===== config.mk =====
export PLATFORM = sky130hd
export DESIGN_NAME = cursor_sprite_overlay_core_flat
export DESIGN_NICKNAME = d
export VERILOG_FILES = /design/src/rtl/cso_pkg.sv /design/src/rtl/cso_pix_in_if.sv /design/src/rtl/cso_pix_out_if.sv /design/src/rtl/cso_cfg_if.sv /design/src/rtl/cursor_sprite_overlay_core.sv /design/src/flat_wrapper.sv
export SDC_FILE = /design/constraint.sdc
export NUM_CORES = 1
export LEC_CHECK = 0
export BUFFER_PORTS_ARGS = -buffer_cell sky130_fd_sc_hd__buf_2
export CAP_MARGIN = 20
export CELL_PAD_IN_SITES_DETAIL_PLACEMENT = 1
export CELL_PAD_IN_SITES_GLOBAL_PLACEMENT = 2
export CORE_ASPECT_RATIO = 0.8
export CORE_MARGIN = 2
export CORE_UTILIZATION = 37
export CTS_BUF_LIST = sky130_fd_sc_hd__clkbuf_16
export DETAILED_ROUTE_END_ITERATION = 8
export GPL_ROUTABILITY_DRIVEN = 0
export PLACE_DENSITY_LB_ADDON = 0.1
export SLEW_MARGIN = 20
export SYNTH_ARGS = -nofsm -noshare
export SYNTH_HDL_FRONTEND = slang
export SYNTH_SLANG_ARGS = --single-unit

===== constraint.sdc =====
create_clock -name i_clk -period 6.27 [get_ports i_clk]
set_clock_uncertainty 0.2 [all_clocks]
set_input_delay 0.3135 -clock i_clk [delete_from_list [all_inputs] [get_ports i_clk]]
set_output_delay 0.3135 -clock i_clk [all_outputs]
set_load 0.01 [all_outputs]

===== src/rtl/cso_pkg.sv =====
// Package for the cursor sprite overlay: field widths, opcode and register codes,
// the arrow sprite pattern and the clamp helper. No dependencies.
package cso_pkg;

    localparam int CSO_POS_W   = 10;
    localparam int CSO_DIM_W   = 11;
    localparam int CSO_COLOR_W = 8;
    localparam int CSO_OP_W    = 3;
    localparam int CSO_CFG_IW  = 2;

    localparam int CSO_SPRITE_WIDTH  = 17;
    localparam int CSO_SPRITE_HEIGHT = 22;
    localparam int CSO_MAX_FRAME_DIM = 1024;

    localparam int CSO_ROM_CELLS = 374;
    localparam int CSO_ROM_AW    = 9;

    localparam logic [CSO_DIM_W-1:0] CSO_STEP       = CSO_DIM_W'(6);
    localparam logic [CSO_DIM_W-1:0] CSO_COL_MARGIN = CSO_DIM_W'(8);
    localparam logic [CSO_DIM_W-1:0] CSO_ROW_MARGIN = CSO_DIM_W'(11);

    localparam logic [CSO_DIM_W-1:0] CSO_FW_RESET = CSO_DIM_W'(240);
    localparam logic [CSO_DIM_W-1:0] CSO_FH_RESET = CSO_DIM_W'(320);

    // Highest cursor position a move may reach, whatever the frame size.
    localparam int CSO_CAP_INT = (CSO_MAX_FRAME_DIM - 1 < 1023) ? CSO_MAX_FRAME_DIM - 1 : 1023;
    localparam logic [CSO_DIM_W-1:0] CSO_CAP = CSO_DIM_W'(CSO_CAP_INT);

    localparam logic [CSO_COLOR_W-1:0] CSO_COLOR_MAX = 8'hFF;

    typedef enum logic [CSO_OP_W-1:0] {
        OP_PIXEL = 3'd0,
        OP_UP    = 3'd1,
        OP_DOWN  = 3'd2,
        OP_LEFT  = 3'd3,
        OP_RIGHT = 3'd4
    } t_opcode;

    typedef enum logic [CSO_CFG_IW-1:0] {
        CFG_CURSOR_ENABLE = 2'd0,
        CFG_FRAME_WIDTH   = 2'd1,
        CFG_FRAME_HEIGHT  = 2'd2
    } t_cfg_reg;

    typedef enum logic [1:0] {
        CODE_CLEAR = 2'd0,
        CODE_BLACK = 2'd1,
        CODE_WHITE = 2'd2,
        CODE_SPARE = 2'd3
    } t_sprite_code;

    typedef logic [1:0] t_code;

    // Arrow pattern, row by row, CSO_SPRITE_WIDTH cells to a row.
    localparam t_code CSO_ARROW [CSO_ROM_CELLS] = '{
        2'd0,2'd0,2'd0,2'd0,2'd0,2'd1,2'd1,2'd0,2'd0,2'd0,2'd0,2'd0,2'd0,2'd0,2'd0,2'd0,2'd0,
        2'd0,2'd0,2'd0,2'd0,2'd1,2'd2,2'd2,2'd1,2'd0,2'd0,2'd0,2'd0,2'd0,2'd0,2'd0,2'd0,2'd0,
        2'd0,2'd0,2'd0,2'd0,2'd1,2'd2,2'd2,2'd1,2'd0,2'd0,2'd0,2'd0,2'd0,2'd0,2'd0,2'd0,2'd0,
        2'd0,2'd0,2'd0,2'd0,2'd1,2'd2,2'd2,2'd1,2'd0,2'd0,2'd0,2'd0,2'd0,2'd0,2'd0,2'd0,2'd0,
        2'd0,2'd0,2'd0,2'd0,2'd1,2'd2,2'd2,2'd1,2'd1,2'd1,2'd0,2'd0,2'd0,2'd0,2'd0,2'd0,2'd0,
        2'd0,2'd0,2'd0,2'd0,2'd1,2'd2,2'd2,2'd1,2'd2,2'd2,2'd1,2'd1,2'd1,2'd0,2'd0,2'd0,2'd0,
        2'd0,2'd0,2'd0,2'd0,2'd1,2'd2,2'd2,2'd1,2'd2,2'd2,2'd1,2'd2,2'd2,2'd1,2'd1,2'd0,2'd0,
        2'd0,2'd0,2'd0,2'd0,2'd1,2'd2,2'd2,2'd1,2'd2,2'd2,2'd1,2'd2,2'd2,2'd1,2'd2,2'd1,2'd0,
        2'd1,2'd1,2'd1,2'd0,2'd1,2'd2,2'd2,2'd1,2'd2,2'd2,2'd1,2'd2,2'd2,2'd1,2'd2,2'd2,2'd1,
        2'd1,2'd2,2'd2,2'd1,2'd1,2'd2,2'd2,2'd2,2'd2,2'd2,2'd2,2'd2,2'd2,2'd1,2'd2,2'd2,2'd1,
        2'd1,2'd2,2'd2,2'd2,2'd1,2'd2,2'd2,2'd2,2'd2,2'd2,2'd2,2'd2,2'd2,2'd2,2'd2,2'd2,2'd1,
        2'd0,2'd1,2'd2,2'd2,2'd2,2'd2,2'd2,2'd2,2'd2,2'd2,2'd2,2'd2,2'd2,2'd2,2'd2,2'd2,2'd1,
        2'd0,2'd0,2'd1,2'd2,2'd2,2'd2,2'd2,2'd2,2'd2,2'd2,2'd2,2'd2,2'd2,2'd2,2'd2,2'd2,2'd1,
        2'd0,2'd0,2'd1,2'd2,2'd2,2'd2,2'd2,2'd2,2'd2,2'd2,2'd2,2'd2,2'd2,2'd2,2'd2,2'd2,2'd1,
        2'd0,2'd0,2'd0,2'd1,2'd2,2'd2,2'd2,2'd2,2'd2,2'd2,2'd2,2'd2,2'd2,2'd2,2'd2,2'd2,2'd1,
        2'd0,2'd0,2'd0,2'd1,2'd2,2'd2,2'd2,2'd2,2'd2,2'd2,2'd2,2'd2,2'd2,2'd2,2'd2,2'd1,2'd0,
        2'd0,2'd0,2'd0,2'd0,2'd1,2'd2,2'd2,2'd2,2'd2,2'd2,2'd2,2'd2,2'd2,2'd2,2'd2,2'd1,2'd0,
        2'd0,2'd0,2'd0,2'd0,2'd1,2'd2,2'd2,2'd2,2'd2,2'd2,2'd2,2'd2,2'd2,2'd2,2'd2,2'd1,2'd0,
        2'd0,2'd0,2'd0,2'd0,2'd0,2'd1,2'd2,2'd2,2'd2,2'd2,2'd2,2'd2,2'd2,2'd2,2'd1,2'd0,2'd0,
        2'd0,2'd0,2'd0,2'd0,2'd0,2'd1,2'd2,2'd2,2'd2,2'd2,2'd2,2'd2,2'd2,2'd2,2'd1,2'd0,2'd0,
        2'd0,2'd0,2'd0,2'd0,2'd0,2'd1,2'd1,2'd1,2'd1,2'd1,2'd1,2'd1,2'd1,2'd1,2'd1,2'd0,2'd0,
        2'd0,2'd0,2'd0,2'd0,2'd0,2'd0,2'd0,2'd0,2'd0,2'd0,2'd0,2'd0,2'd0,2'd0,2'd0,2'd0,2'd0
    };

    // Highest position a move toward the high side may reach for a given frame size.
    function automatic logic [CSO_POS_W-1:0] cso_high_clamp(
        input logic [CSO_DIM_W-1:0] dim,
        input logic [CSO_DIM_W-1:0] margin
    );
        logic [CSO_DIM_W-1:0] lim;
        lim = (dim > margin) ? dim - margin : '0;
        if (lim > CSO_CAP) begin
            lim = CSO_CAP;
        end
        return lim[CSO_POS_W-1:0];
    endfunction

endpackage


===== src/rtl/cso_pix_in_if.sv =====
// Input channel of the cursor overlay: one event item per handshake.
// Depends on cso_pkg for the field widths.
interface cso_pix_in_if
    import cso_pkg::*;
();
    logic                   valid;
    logic                   ready;
    logic [CSO_OP_W-1:0]    opcode;
    logic [CSO_POS_W-1:0]   pixel_x;
    logic [CSO_POS_W-1:0]   pixel_y;
    logic [CSO_COLOR_W-1:0] red_in;
    logic [CSO_COLOR_W-1:0] green_in;
    logic [CSO_COLOR_W-1:0] blue_in;

    modport source(output valid, opcode, pixel_x, pixel_y, red_in, green_in, blue_in,
                   input ready);
    modport sink(input valid, opcode, pixel_x, pixel_y, red_in, green_in, blue_in,
                 output ready);
endinterface


===== src/rtl/cso_pix_out_if.sv =====
// Output channel of the cursor overlay: one result item per handshake.
// Depends on cso_pkg for the field widths.
interface cso_pix_out_if
    import cso_pkg::*;
();
    logic                   valid;
    logic                   ready;
    logic [CSO_COLOR_W-1:0] red_out;
    logic [CSO_COLOR_W-1:0] green_out;
    logic [CSO_COLOR_W-1:0] blue_out;
    logic [CSO_POS_W-1:0]   cursor_col;
    logic [CSO_POS_W-1:0]   cursor_row;

    modport source(output valid, red_out, green_out, blue_out, cursor_col, cursor_row,
                   input ready);
    modport sink(input valid, red_out, green_out, blue_out, cursor_col, cursor_row,
                 output ready);
endinterface


===== src/rtl/cso_cfg_if.sv =====
// Configuration write channel of the cursor overlay: register index and data.
// Depends on cso_pkg for the field widths.
interface cso_cfg_if
    import cso_pkg::*;
();
    logic                 valid;
    logic                 ready;
    logic [CSO_CFG_IW-1:0] index;
    logic [CSO_DIM_W-1:0]  data;

    modport source(output valid, index, data, input ready);
    modport sink(input valid, index, data, output ready);
endinterface


===== src/rtl/cursor_sprite_overlay_core.sv =====
// Hardware cursor over an RGB888 pixel stream. Each input item is either a pixel
// (opcode 0) or a cursor move (up, down, left, right in steps of 6, clamped at 0 and at
// frame width minus 8 or frame height minus 11). A pixel that falls inside the 17x22 arrow
// sprite whose top left corner sits at the cursor is forced black or white where the sprite
// says so; elsewhere it passes through. Moves and overlay act only while cursor_enable is 1.
// Every item returns exactly one result carrying the colour (zero for moves and unused
// opcodes) and the cursor position after the item. The block takes one item per clock
// unless output backpressure stalls it; stage 1 holds the registered read of the sprite ROM.
// An output register and a stall of the whole two-stage pipe on output backpressure keep
// items flowing as long as the sink takes them. Configuration writes are always accepted;
// an index beyond the three registers is ignored. Depends on cso_pkg and the three channel
// interfaces.
module cursor_sprite_overlay_core
    import cso_pkg::*;
#(
    parameter int SPRITE_WIDTH  = CSO_SPRITE_WIDTH,
    parameter int SPRITE_HEIGHT = CSO_SPRITE_HEIGHT
) (
    input  logic          i_clk,
    input  logic          i_rst_n,
    cso_pix_in_if.sink    i_pix,
    cso_pix_out_if.source o_pix,
    cso_cfg_if.sink       i_cfg
);

    localparam int IDX_W = $clog2(SPRITE_WIDTH * SPRITE_HEIGHT + 1);
    localparam logic [CSO_POS_W-1:0] SW_L = CSO_POS_W'(SPRITE_WIDTH);
    localparam logic [CSO_POS_W-1:0] SH_L = CSO_POS_W'(SPRITE_HEIGHT);

    // Configuration registers, plus the move clamps derived from the frame size.
    logic                 r_enable;
    logic [CSO_DIM_W-1:0] r_fw;
    logic [CSO_DIM_W-1:0] r_fh;
    logic [CSO_POS_W-1:0] r_xlim;
    logic [CSO_POS_W-1:0] r_ylim;

    // Cursor position: always reflects every item accepted so far.
    logic [CSO_POS_W-1:0] r_cx;
    logic [CSO_POS_W-1:0] r_cy;
    logic [CSO_POS_W-1:0] n_cx;
    logic [CSO_POS_W-1:0] n_cy;

    // Stage 1: sprite ROM data plus what the colour selection needs.
    logic                   r_s1_valid;
    logic                   r_s1_pixel;
    logic                   r_s1_hit;
    t_code                  r_rom_code;
    logic [CSO_COLOR_W-1:0] r_s1_r;
    logic [CSO_COLOR_W-1:0] r_s1_g;
    logic [CSO_COLOR_W-1:0] r_s1_b;
    logic [CSO_POS_W-1:0]   r_s1_cx;
    logic [CSO_POS_W-1:0]   r_s1_cy;

    // Output register.
    logic                   r_o_valid;
    logic [CSO_COLOR_W-1:0] r_o_r;
    logic [CSO_COLOR_W-1:0] r_o_g;
    logic [CSO_COLOR_W-1:0] r_o_b;
    logic [CSO_POS_W-1:0]   r_o_cx;
    logic [CSO_POS_W-1:0]   r_o_cy;

    logic in_accept;
    logic s1_advance;
    logic cfg_accept;

    logic [CSO_POS_W-1:0]  dx;
    logic [CSO_POS_W-1:0]  dy;
    logic [IDX_W-1:0]      idx;
    logic                  hit;
    logic [CSO_DIM_W-1:0]  sum_x;
    logic [CSO_DIM_W-1:0]  sum_y;
    t_sprite_code          code;
    logic [CSO_COLOR_W-1:0] n_r;
    logic [CSO_COLOR_W-1:0] n_g;
    logic [CSO_COLOR_W-1:0] n_b;

    // Handshakes. The output register frees when its item is taken, stage 1 then moves
    // into it, and a new item enters stage 1 whenever stage 1 is empty or moving on.
    assign s1_advance  = r_s1_valid && (!r_o_valid || o_pix.ready);
    assign i_pix.ready = !r_s1_valid || s1_advance;
    assign in_accept   = i_pix.valid && i_pix.ready;
    assign i_cfg.ready = 1'b1;
    assign cfg_accept  = i_cfg.valid;

    always_ff @(posedge i_clk) begin
        if (!i_rst_n) begin
            r_enable <= 1'b0;
            r_fw     <= CSO_FW_RESET;
            r_fh     <= CSO_FH_RESET;
            r_xlim   <= cso_high_clamp(CSO_FW_RESET, CSO_COL_MARGIN);
            r_ylim   <= cso_high_clamp(CSO_FH_RESET, CSO_ROW_MARGIN);
        end else if (cfg_accept) begin
            unique case (i_cfg.index)
                CFG_CURSOR_ENABLE: r_enable <= i_cfg.data[0];
                CFG_FRAME_WIDTH: begin
                    r_fw   <= i_cfg.data;
                    r_xlim <= cso_high_clamp(i_cfg.data, CSO_COL_MARGIN);
                end
                CFG_FRAME_HEIGHT: begin
                    r_fh   <= i_cfg.data;
                    r_ylim <= cso_high_clamp(i_cfg.data, CSO_ROW_MARGIN);
                end
                default: ;
            endcase
        end
    end

    // Cursor moves. A high-side move lands on the clamp when the step would reach or
    // pass it, which also pulls back a cursor left beyond a shrunken frame.
    always_comb begin
        n_cx  = r_cx;
        n_cy  = r_cy;
        sum_x = {1'b0, r_cx} + CSO_STEP;
        sum_y = {1'b0, r_cy} + CSO_STEP;
        if (r_enable) begin
            case (i_pix.opcode)
                OP_UP:    n_cy = ({1'b0, r_cy} < CSO_STEP) ? '0 : r_cy - CSO_STEP[CSO_POS_W-1:0];
                OP_DOWN:  n_cy = (sum_y >= {1'b0, r_ylim}) ? r_ylim : sum_y[CSO_POS_W-1:0];
                OP_LEFT:  n_cx = ({1'b0, r_cx} < CSO_STEP) ? '0 : r_cx - CSO_STEP[CSO_POS_W-1:0];
                OP_RIGHT: n_cx = (sum_x >= {1'b0, r_xlim}) ? r_xlim : sum_x[CSO_POS_W-1:0];
                default:  ;
            endcase
        end
    end

    always_ff @(posedge i_clk) begin
        if (!i_rst_n) begin
            r_cx <= '0;
            r_cy <= '0;
        end else if (in_accept) begin
            r_cx <= n_cx;
            r_cy <= n_cy;
        end
    end

    // Sprite hit test against the cursor as it stands when the pixel arrives. The cell
    // index is only meaningful on a hit, so its truncation elsewhere does no harm.
    always_comb begin
        dx  = i_pix.pixel_x - r_cx;
        dy  = i_pix.pixel_y - r_cy;
        idx = IDX_W'(dy) * IDX_W'(SPRITE_WIDTH) + IDX_W'(dx);
        hit = r_enable
            && (i_pix.pixel_x >= r_cx) && (i_pix.pixel_y >= r_cy)
            && ({1'b0, i_pix.pixel_x} < r_fw) && ({1'b0, i_pix.pixel_y} < r_fh)
            && (dx < SW_L) && (dy < SH_L)
            && (32'(idx) < CSO_ROM_CELLS);
    end

    // Sprite ROM with registered read data; it holds while the pipe stalls.
    always_ff @(posedge i_clk) begin
        if (in_accept) begin
            r_rom_code <= hit ? CSO_ARROW[CSO_ROM_AW'(idx)] : CODE_CLEAR;
        end
    end

    always_ff @(posedge i_clk) begin
        if (!i_rst_n) begin
            r_s1_valid <= 1'b0;
        end else if (i_pix.ready) begin
            r_s1_valid <= i_pix.valid;
        end
    end

    always_ff @(posedge i_clk) begin
        if (in_accept) begin
            r_s1_pixel <= (i_pix.opcode == OP_PIXEL);
            r_s1_hit   <= hit;
            r_s1_r     <= i_pix.red_in;
            r_s1_g     <= i_pix.green_in;
            r_s1_b     <= i_pix.blue_in;
            r_s1_cx    <= n_cx;
            r_s1_cy    <= n_cy;
        end
    end

    // Colour selection: moves and unused opcodes give black, code 1 forces black,
    // code 2 forces white, anything else lets the pixel through.
    always_comb begin
        code = r_s1_hit ? t_sprite_code'(r_rom_code) : CODE_CLEAR;
        n_r  = r_s1_r;
        n_g  = r_s1_g;
        n_b  = r_s1_b;
        if (!r_s1_pixel) begin
            n_r = '0;
            n_g = '0;
            n_b = '0;
        end else begin
            case (code)
                CODE_BLACK: begin
                    n_r = '0;
                    n_g = '0;
                    n_b = '0;
                end
                CODE_WHITE: begin
                    n_r = CSO_COLOR_MAX;
                    n_g = CSO_COLOR_MAX;
                    n_b = CSO_COLOR_MAX;
                end
                default: ;
            endcase
        end
    end

    always_ff @(posedge i_clk) begin
        if (!i_rst_n) begin
            r_o_valid <= 1'b0;
        end else if (!r_o_valid || o_pix.ready) begin
            r_o_valid <= r_s1_valid;
        end
    end

    always_ff @(posedge i_clk) begin
        if (s1_advance) begin
            r_o_r  <= n_r;
            r_o_g  <= n_g;
            r_o_b  <= n_b;
            r_o_cx <= r_s1_cx;
            r_o_cy <= r_s1_cy;
        end
    end

    assign o_pix.valid      = r_o_valid;
    assign o_pix.red_out    = r_o_r;
    assign o_pix.green_out  = r_o_g;
    assign o_pix.blue_out   = r_o_b;
    assign o_pix.cursor_col = r_o_cx;
    assign o_pix.cursor_row = r_o_cy;

endmodule


===== src/flat_wrapper.sv =====
// flat-port wrapper written by rule: the top's interface ports become plain ports
module cursor_sprite_overlay_core_flat import cso_pkg::*;
#(
    parameter int SPRITE_WIDTH  = CSO_SPRITE_WIDTH,
    parameter int SPRITE_HEIGHT = CSO_SPRITE_HEIGHT
)
  (i_clk, i_rst_n, i_pix_valid, i_pix_opcode, i_pix_pixel_x, i_pix_pixel_y, i_pix_red_in, i_pix_green_in, i_pix_blue_in, i_pix_ready, o_pix_valid, o_pix_red_out, o_pix_green_out, o_pix_blue_out, o_pix_cursor_col, o_pix_cursor_row, o_pix_ready, i_cfg_valid, i_cfg_index, i_cfg_data, i_cfg_ready);
  cso_pix_in_if i_pix_i ();
  cso_pix_out_if o_pix_i ();
  cso_cfg_if i_cfg_i ();
  input  logic i_clk;
  input  logic i_rst_n;
  input wire logic [$bits(i_pix_i.valid)-1:0] i_pix_valid;
  input wire logic [$bits(i_pix_i.opcode)-1:0] i_pix_opcode;
  input wire logic [$bits(i_pix_i.pixel_x)-1:0] i_pix_pixel_x;
  input wire logic [$bits(i_pix_i.pixel_y)-1:0] i_pix_pixel_y;
  input wire logic [$bits(i_pix_i.red_in)-1:0] i_pix_red_in;
  input wire logic [$bits(i_pix_i.green_in)-1:0] i_pix_green_in;
  input wire logic [$bits(i_pix_i.blue_in)-1:0] i_pix_blue_in;
  output wire logic [$bits(i_pix_i.ready)-1:0] i_pix_ready;
  output wire logic [$bits(o_pix_i.valid)-1:0] o_pix_valid;
  output wire logic [$bits(o_pix_i.red_out)-1:0] o_pix_red_out;
  output wire logic [$bits(o_pix_i.green_out)-1:0] o_pix_green_out;
  output wire logic [$bits(o_pix_i.blue_out)-1:0] o_pix_blue_out;
  output wire logic [$bits(o_pix_i.cursor_col)-1:0] o_pix_cursor_col;
  output wire logic [$bits(o_pix_i.cursor_row)-1:0] o_pix_cursor_row;
  input wire logic [$bits(o_pix_i.ready)-1:0] o_pix_ready;
  input wire logic [$bits(i_cfg_i.valid)-1:0] i_cfg_valid;
  input wire logic [$bits(i_cfg_i.index)-1:0] i_cfg_index;
  input wire logic [$bits(i_cfg_i.data)-1:0] i_cfg_data;
  output wire logic [$bits(i_cfg_i.ready)-1:0] i_cfg_ready;
  assign i_pix_i.valid = i_pix_valid;
  assign i_pix_i.opcode = i_pix_opcode;
  assign i_pix_i.pixel_x = i_pix_pixel_x;
  assign i_pix_i.pixel_y = i_pix_pixel_y;
  assign i_pix_i.red_in = i_pix_red_in;
  assign i_pix_i.green_in = i_pix_green_in;
  assign i_pix_i.blue_in = i_pix_blue_in;
  assign i_pix_ready = i_pix_i.ready;
  assign o_pix_valid = o_pix_i.valid;
  assign o_pix_red_out = o_pix_i.red_out;
  assign o_pix_green_out = o_pix_i.green_out;
  assign o_pix_blue_out = o_pix_i.blue_out;
  assign o_pix_cursor_col = o_pix_i.cursor_col;
  assign o_pix_cursor_row = o_pix_i.cursor_row;
  assign o_pix_i.ready = o_pix_ready;
  assign i_cfg_i.valid = i_cfg_valid;
  assign i_cfg_i.index = i_cfg_index;
  assign i_cfg_i.data = i_cfg_data;
  assign i_cfg_ready = i_cfg_i.ready;
  cursor_sprite_overlay_core #(.SPRITE_WIDTH(SPRITE_WIDTH), .SPRITE_HEIGHT(SPRITE_HEIGHT)) u_core (.i_clk(i_clk), .i_rst_n(i_rst_n), .i_pix(i_pix_i), .o_pix(o_pix_i), .i_cfg(i_cfg_i));
endmodule

Yosys cells after proc, flatten, opt, wreduce, memory -nomap -nowiden
Memory sizes are Yosys's and may differ from the RTL's. A register that Yosys moved wholly into a read port is not among the register bits.
Cells that the tools add are included.
Widths: inputs -> output; s select.

storage, ports and cells
  output and inout port bits = 47
  ROM bits = 1024
  bits in registers = 155
  memories kept = 1
  input port bits = 65
  word-level logic and storage cells = 91

cells by class
  bitwise operators = 1
  $mul = 1
  equality and inequality tests = 8
  add/subtract/negate cells = 9
  reductions and logical operators = 19
  magnitude comparators = 15
  muxes and demuxes = 16

memories
  name             words  width  rd ports  clocked after Yosys merged registers in  write ports  line                               RTL
  (no name shown)  512    2      1         1                                        0            cursor_sprite_overlay_core.sv:152  r_rom_code <= hit ? CSO_ARROW[CSO_ROM_AW'(idx)] : CODE_CLEAR;

operators by type and width
  kind                   number
  $mux 10                8
  $pmux 8 s2             3
  $pmux 10 s2            2
  $add 10x3->11 const B  2
  $ge 11x10->1           2
  $gt 11x10->1 const B   2
  $gt 11x4->1 const B    2
  $lt 10x11->1           2
  $mux 11                2
  $sub 11x4->11 const B  2
  $ge 10x10->1           2
  $lt 10x3->1 const B    2
  $lt 10x5->1 const B    2
  $sub 10x10->10         2
  $sub 10x3->10 const B  2
  $not 9->10             1
  $add 9x9->9            1
  $logic_and 1x1->1      9
  $lt 9x9->1 const B     1
  $mul 9x5->9 const B    1
  $eq 3x2->1 const B     2
  $reduce_and 2->1       3
  $eq 2x1->1 const B     2
  $eq 2x2->1 const B     2
  7 further kinds        10

Logic depth before layout (Yosys ltp)
  depth in word-level cells = 9
  depth in mapped cells = 23
  mapped depth without buffers = 21

Least setup slack after synthesis
Ideal clock, no wire load.

  path kind = register -> register
  start point = register u_core.r_cy[3]
  end point = register u_core.r_rom_code[1] (data pin)
  path buffers = 2
  data arrival time = 4.681 ns
  data required time = 5.923 ns
  stages on the path, launching flop included = 22
  period minus slack after synthesis = 5.028 ns
  setup slack = 1.242 ns
  setup time = 0.147 ns
  cell sequence = dfxtp_1 -> clkbuf_1 -> inv_1 -> ha_1 -> o21ai_0 -> a21oi_1 -> o21ai_0 -> nor2b_1 -> xnor2_1 -> ha_1 -> ha_1 -> inv_1 -> fa_1 -> inv_1 -> ha_1 -> o2bb2ai_1 -> xnor2_1 -> clkbuf_1 -> a32oi_1 -> o311ai_0 -> o311ai_0 -> a21oi_1

between the ends
  longest elaborated chain between the ends = 8
  elaborated cells on any way between the ends = 14
  classes of those cells = 2 x add/sub; 1 x mul; 3 x order compare; 1 x bitwise; 7 x reduce/logical

RTL lines
  element                                                                 line                               RTL
  start: declaration                                                      cursor_sprite_overlay_core.sv:39   logic [CSO_POS_W-1:0] r_cy;
  start signal: assignment                                                cursor_sprite_overlay_core.sv:132  r_cy <= n_cy;
  parallel branches: the longest is 8 deep, another holds $sub 10x10->10  -
  end: declaration                                                        cursor_sprite_overlay_core.sv:47   t_code r_rom_code;

Parallel ways; which one is timed is not known.
A chain may end at the register's enable or synchronous reset.

Worst setup path after layout
  start point = register u_core.r_cx[1]
  end point = register u_core.r_rom_code[1] (data pin)

between the ends
  longest elaborated chain between the ends = 9
  elaborated cells on any way between the ends = 14
  classes of those cells = 2 x add/sub; 3 x order compare; 1 x bitwise; 8 x reduce/logical

RTL lines
  element                                                                 line                               RTL
  start: declaration                                                      cursor_sprite_overlay_core.sv:38   logic [CSO_POS_W-1:0] r_cx;
  start signal: assignment                                                cursor_sprite_overlay_core.sv:131  r_cx <= n_cx;
  parallel branches: the longest is 9 deep, another holds $sub 10x10->10  -

Parallel ways; which one is timed is not known.

==> flow_summary.ini <==
[clocking]
post_cts_resized = 0
cts_tree = done
clock_latency_ps = 440
cts_root_buf = clkbuf_16
cts_buffers = 17
path_clk_slew_ps = 70
cts_setup_buffers = 0
clock_path_buffers = 2
cts_hold_buf = 31
cts_sinks = 157
htree_num_levels = 4

[worst_setup_path]
critPathArrivalTime_ps = 5720
path_common_cell = ha_1
worstPathCellList = inv_1, ha_1, nor2b_1, o21ba_2, o21ai_0, nor3b_1, nor2_1, ha_1, ha_1, inv_1, fa_1, inv_1, ha_1, o2bb2ai_1, xnor2_1, mux2i_1, a32oi_1, o311ai_0, o311ai_0, a21oi_1
slowest_delay_ps = 590
crit_start = u_core.r_cx[1]
r2r-start = u_core.r_cx[1]
cp.required_ps = 6360
slowest_stage = xnor2_1
crit_type = flop to flop
cp_max_fo = 8
end_kind = flop
start_kind = flop

[synthesis]
yosysUniqueCellTypes = 83
synth-async-reset-ratio_pct = 0
ys.flop_type = edfxtp_1
synth_nets = 1360
syn_area_um2 = 10650
synth_edf_count = 92
ys_warn_count = 0
ys_seq_area_share_pct = 38.16
ys_seq_elements = 157
avgSynthCellArea_um2 = 8.935
synth_cells = 1192

[layout]
nets = 1475
fin_util_pct = 43.80
regArea_um2 = 4064
drive_gt1_share_pct = 13.56
n_antenna_cell = 0
area_growth_pct = 16.33
fill_cells = 3300
multi_input_area_um2 = 5939

[die]
initial_core_util_pct = 37.66
io_pins = 112
die_area_um2 = 30170
die_h_um = 155.8
dieWidth_um = 193.7
rows = 55
core_um2 = 28280

[global_route]
grt_max_degree = 40
grt-busiest-layer = met2
grt_pass1_vias = 9337
use_met3_pct = 2.853
gr-usage-met2_pct = 35.36
antenna_found_initial = 0
overflow = 0
grt.met1_usage_pct = 32.33
grt_usage_pct = 22.24
grt_pass1_wl_um = 52820

[drt]
antenna_left = 0
wl_per_cell_um = 19.53
drtPass1Iterations = 5
drc = 0
dr_total_vias = 9283
via_per_inst = 5.493
drt_iter0_markers = 462
drt-total-wl_um = 33010

[sta]
fin_setup_tns_ps = 0
setup_viol = 0
finalHoldViolations = 0
worst_pin_slew_ps = 944.6
slew_viol_final = 0
fin_crit_ps = 5633
fin_crit_sh_pct = 89.84
timing.fmax_ghz = 0.1775
max-slew-margin-rel_pct = 37.02
rsz0062_at_grt = false

[power_and_ir_drop]
ir_drop_v = 0.0002031
power_leakage_nw = 5.073
powerDensity_nw_per_um2 = 288.4

[outcome]
status = complete, no violations

[placement]
dp_hpwl_um = 25110
io_buffers = 110

[hold_path]
hold_path.class = input port to flop
worstHoldStart = i_cfg_data[8]

[job]
maxCapViolCount = 0
-- registers in the layout (all words and copies together), names as in the netlist --
signal                   flops
u_core.r_cx                 10
u_core.r_s1_cx              10
u_core.r_enable              1
u_core.o_pix.cursor_col     10
u_core.r_s1_valid            1
u_core.o_pix.blue_out        8
u_core.r_ylim               10
u_core.o_pix.cursor_row     10
u_core.r_s1_b                8
u_core.r_s1_pixel            1
u_core.r_cy                 10
u_core.o_pix.valid           1
u_core.r_rom_code            2
u_core.o_pix.red_out         8
u_core.r_s1_hit              1
u_core.r_s1_g                8
u_core.r_s1_r                8
u_core.o_pix.green_out       8
u_core.r_s1_cy              10
u_core.r_fh                 11
u_core.r_xlim               10
u_core.r_fw                 11
-- placed cells by master, fill, tap and decap left out, types with 10 or more instances in the layout --
| cell type | n |
|---|---|
| buf_4 | 15 |
| inv_1 | 108 |
| buf_2 | 110 |
| mux2i_1 | 12 |
| nor4_1 | 11 |
| ha_1 | 97 |
| o31ai_1 | 10 |
| a31oi_1 | 11 |
| o211ai_1 | 26 |
| dfxtp_1 | 65 |
| edfxtp_1 | 92 |
| nor2_1 | 70 |
| xnor2_1 | 39 |
| xor2_1 | 11 |
| dlygate4sd3_1 | 31 |
| nand2b_1 | 12 |
| a21boi_0 | 27 |
| a21oi_1 | 89 |
| o21ai_0 | 64 |
| clkbuf_16 | 17 |
| a21o_1 | 10 |
| o21a_1 | 12 |
| nor3_1 | 22 |
| nand3_1 | 23 |
| nand2_1 | 148 |
-- synthesized netlist by cell type (all sizes together), types with 7 or more instances --
cell type    n  area [µm²]
o21a        12       90.09
inv        108       405.4
nor2        71       269.0
xnor2       39       341.6
o221ai       7       61.31
nor4        11       68.82
a211oi       8       72.57
buf         13       72.56
o211ai      26       195.2
nor3        23       120.1
edfxtp      92        2763
xor2        13       128.9
o21ai       74       370.4
nand3       23       115.1
clkbuf      47       176.4
ha          97        1214
a31oi       11       68.82
and3         9       56.30
nand2b      14       97.59
a21o        10       75.07
dfxtp       65        1301
o22ai        8       50.05
nor2b       10       62.56
o31ai       10       75.07
nand2      148       555.5
a21boi      27       202.7
a221oi       7       61.31
mux2i       12       120.1
a21oi       90       461.7
-- routing by layer --
metal  vias to the layer above  share of wire [%]
met4                         0                1.1
met1                      4583                 50
li1                       4511                  -
met3                        24                3.2
met2                       165                 45
met5                         -                  0
-- cells by family after synthesis --
logic type | synth area share [%]
flip-flops | 38.16
adder cells (fa/ha/maj) | 12.52
AO/OA/AOI/OAI | 21.12
other | 0.03521
AND/OR/NAND/NOR | 15.38
buffers and inverters | 6.179
XOR/XNOR | 4.629
multiplexers | 1.974
-- path summary, 6_finish.rpt --
check                               endpoint  slack, ps  cells past startpoint
setup / recovery        u_core.r_rom_code[1]        640                     20
hold reg to reg   u_core.o_pix.cursor_row[6]        220                      0
hold / removal                u_core.r_fw[8]         20                      3
setup reg to reg        u_core.r_rom_code[1]        640                     20
-- report_power, final --
group / switching, mW / internal [mW]
registers: 0.0226 / 1.14
clock network: 0.448 / 0.512
logic: 0.898 / 0.554
-- area by class of cell --
class / instances / area share, %
Multi-Input combinational cell: 866 / 47.94
Sequential cell: 157 / 32.80
Timing Repair Buffer: 156 / 7.857
Tap cell: 370 / 3.737
Clock buffer: 17 / 3.434
Inverter: 109 / 3.302
Clock inverter: 15 / 0.9291
-- critical path: cells and delay by family (launching register included) --
family,cells,cell delay [ps]
adder cells (fa/ha/maj),5,1720
XOR/XNOR,1,590
buffers and inverters,3,280
multiplexers,1,270
flip-flops,1,520
AND/OR/NAND/NOR,3,570
AO/OA/AOI/OAI,7,1320
-- per-stage QoR --
stage / instance area (µm²) / hold WS [ps] / power, mW / setup slack [ps] / cells
floorplan: 10650 / 200.3 / 2.175 / 1242 / 1192
global placement: 11530 / 202.3 / 2.589 / 841.3 / 1627
detailed placement: 11530 / 206.6 / 2.600 / 666.7 / 1627
CTS: 12390 / 3.092 / 3.597 / 606.5 / 1690
global route: 12390 / 27.71 / 3.816 / 19.02 / 1690
finish: 12390 / 21.13 / 3.573 / 637.0 / 1690
Power figures use the tool's default switching activity.
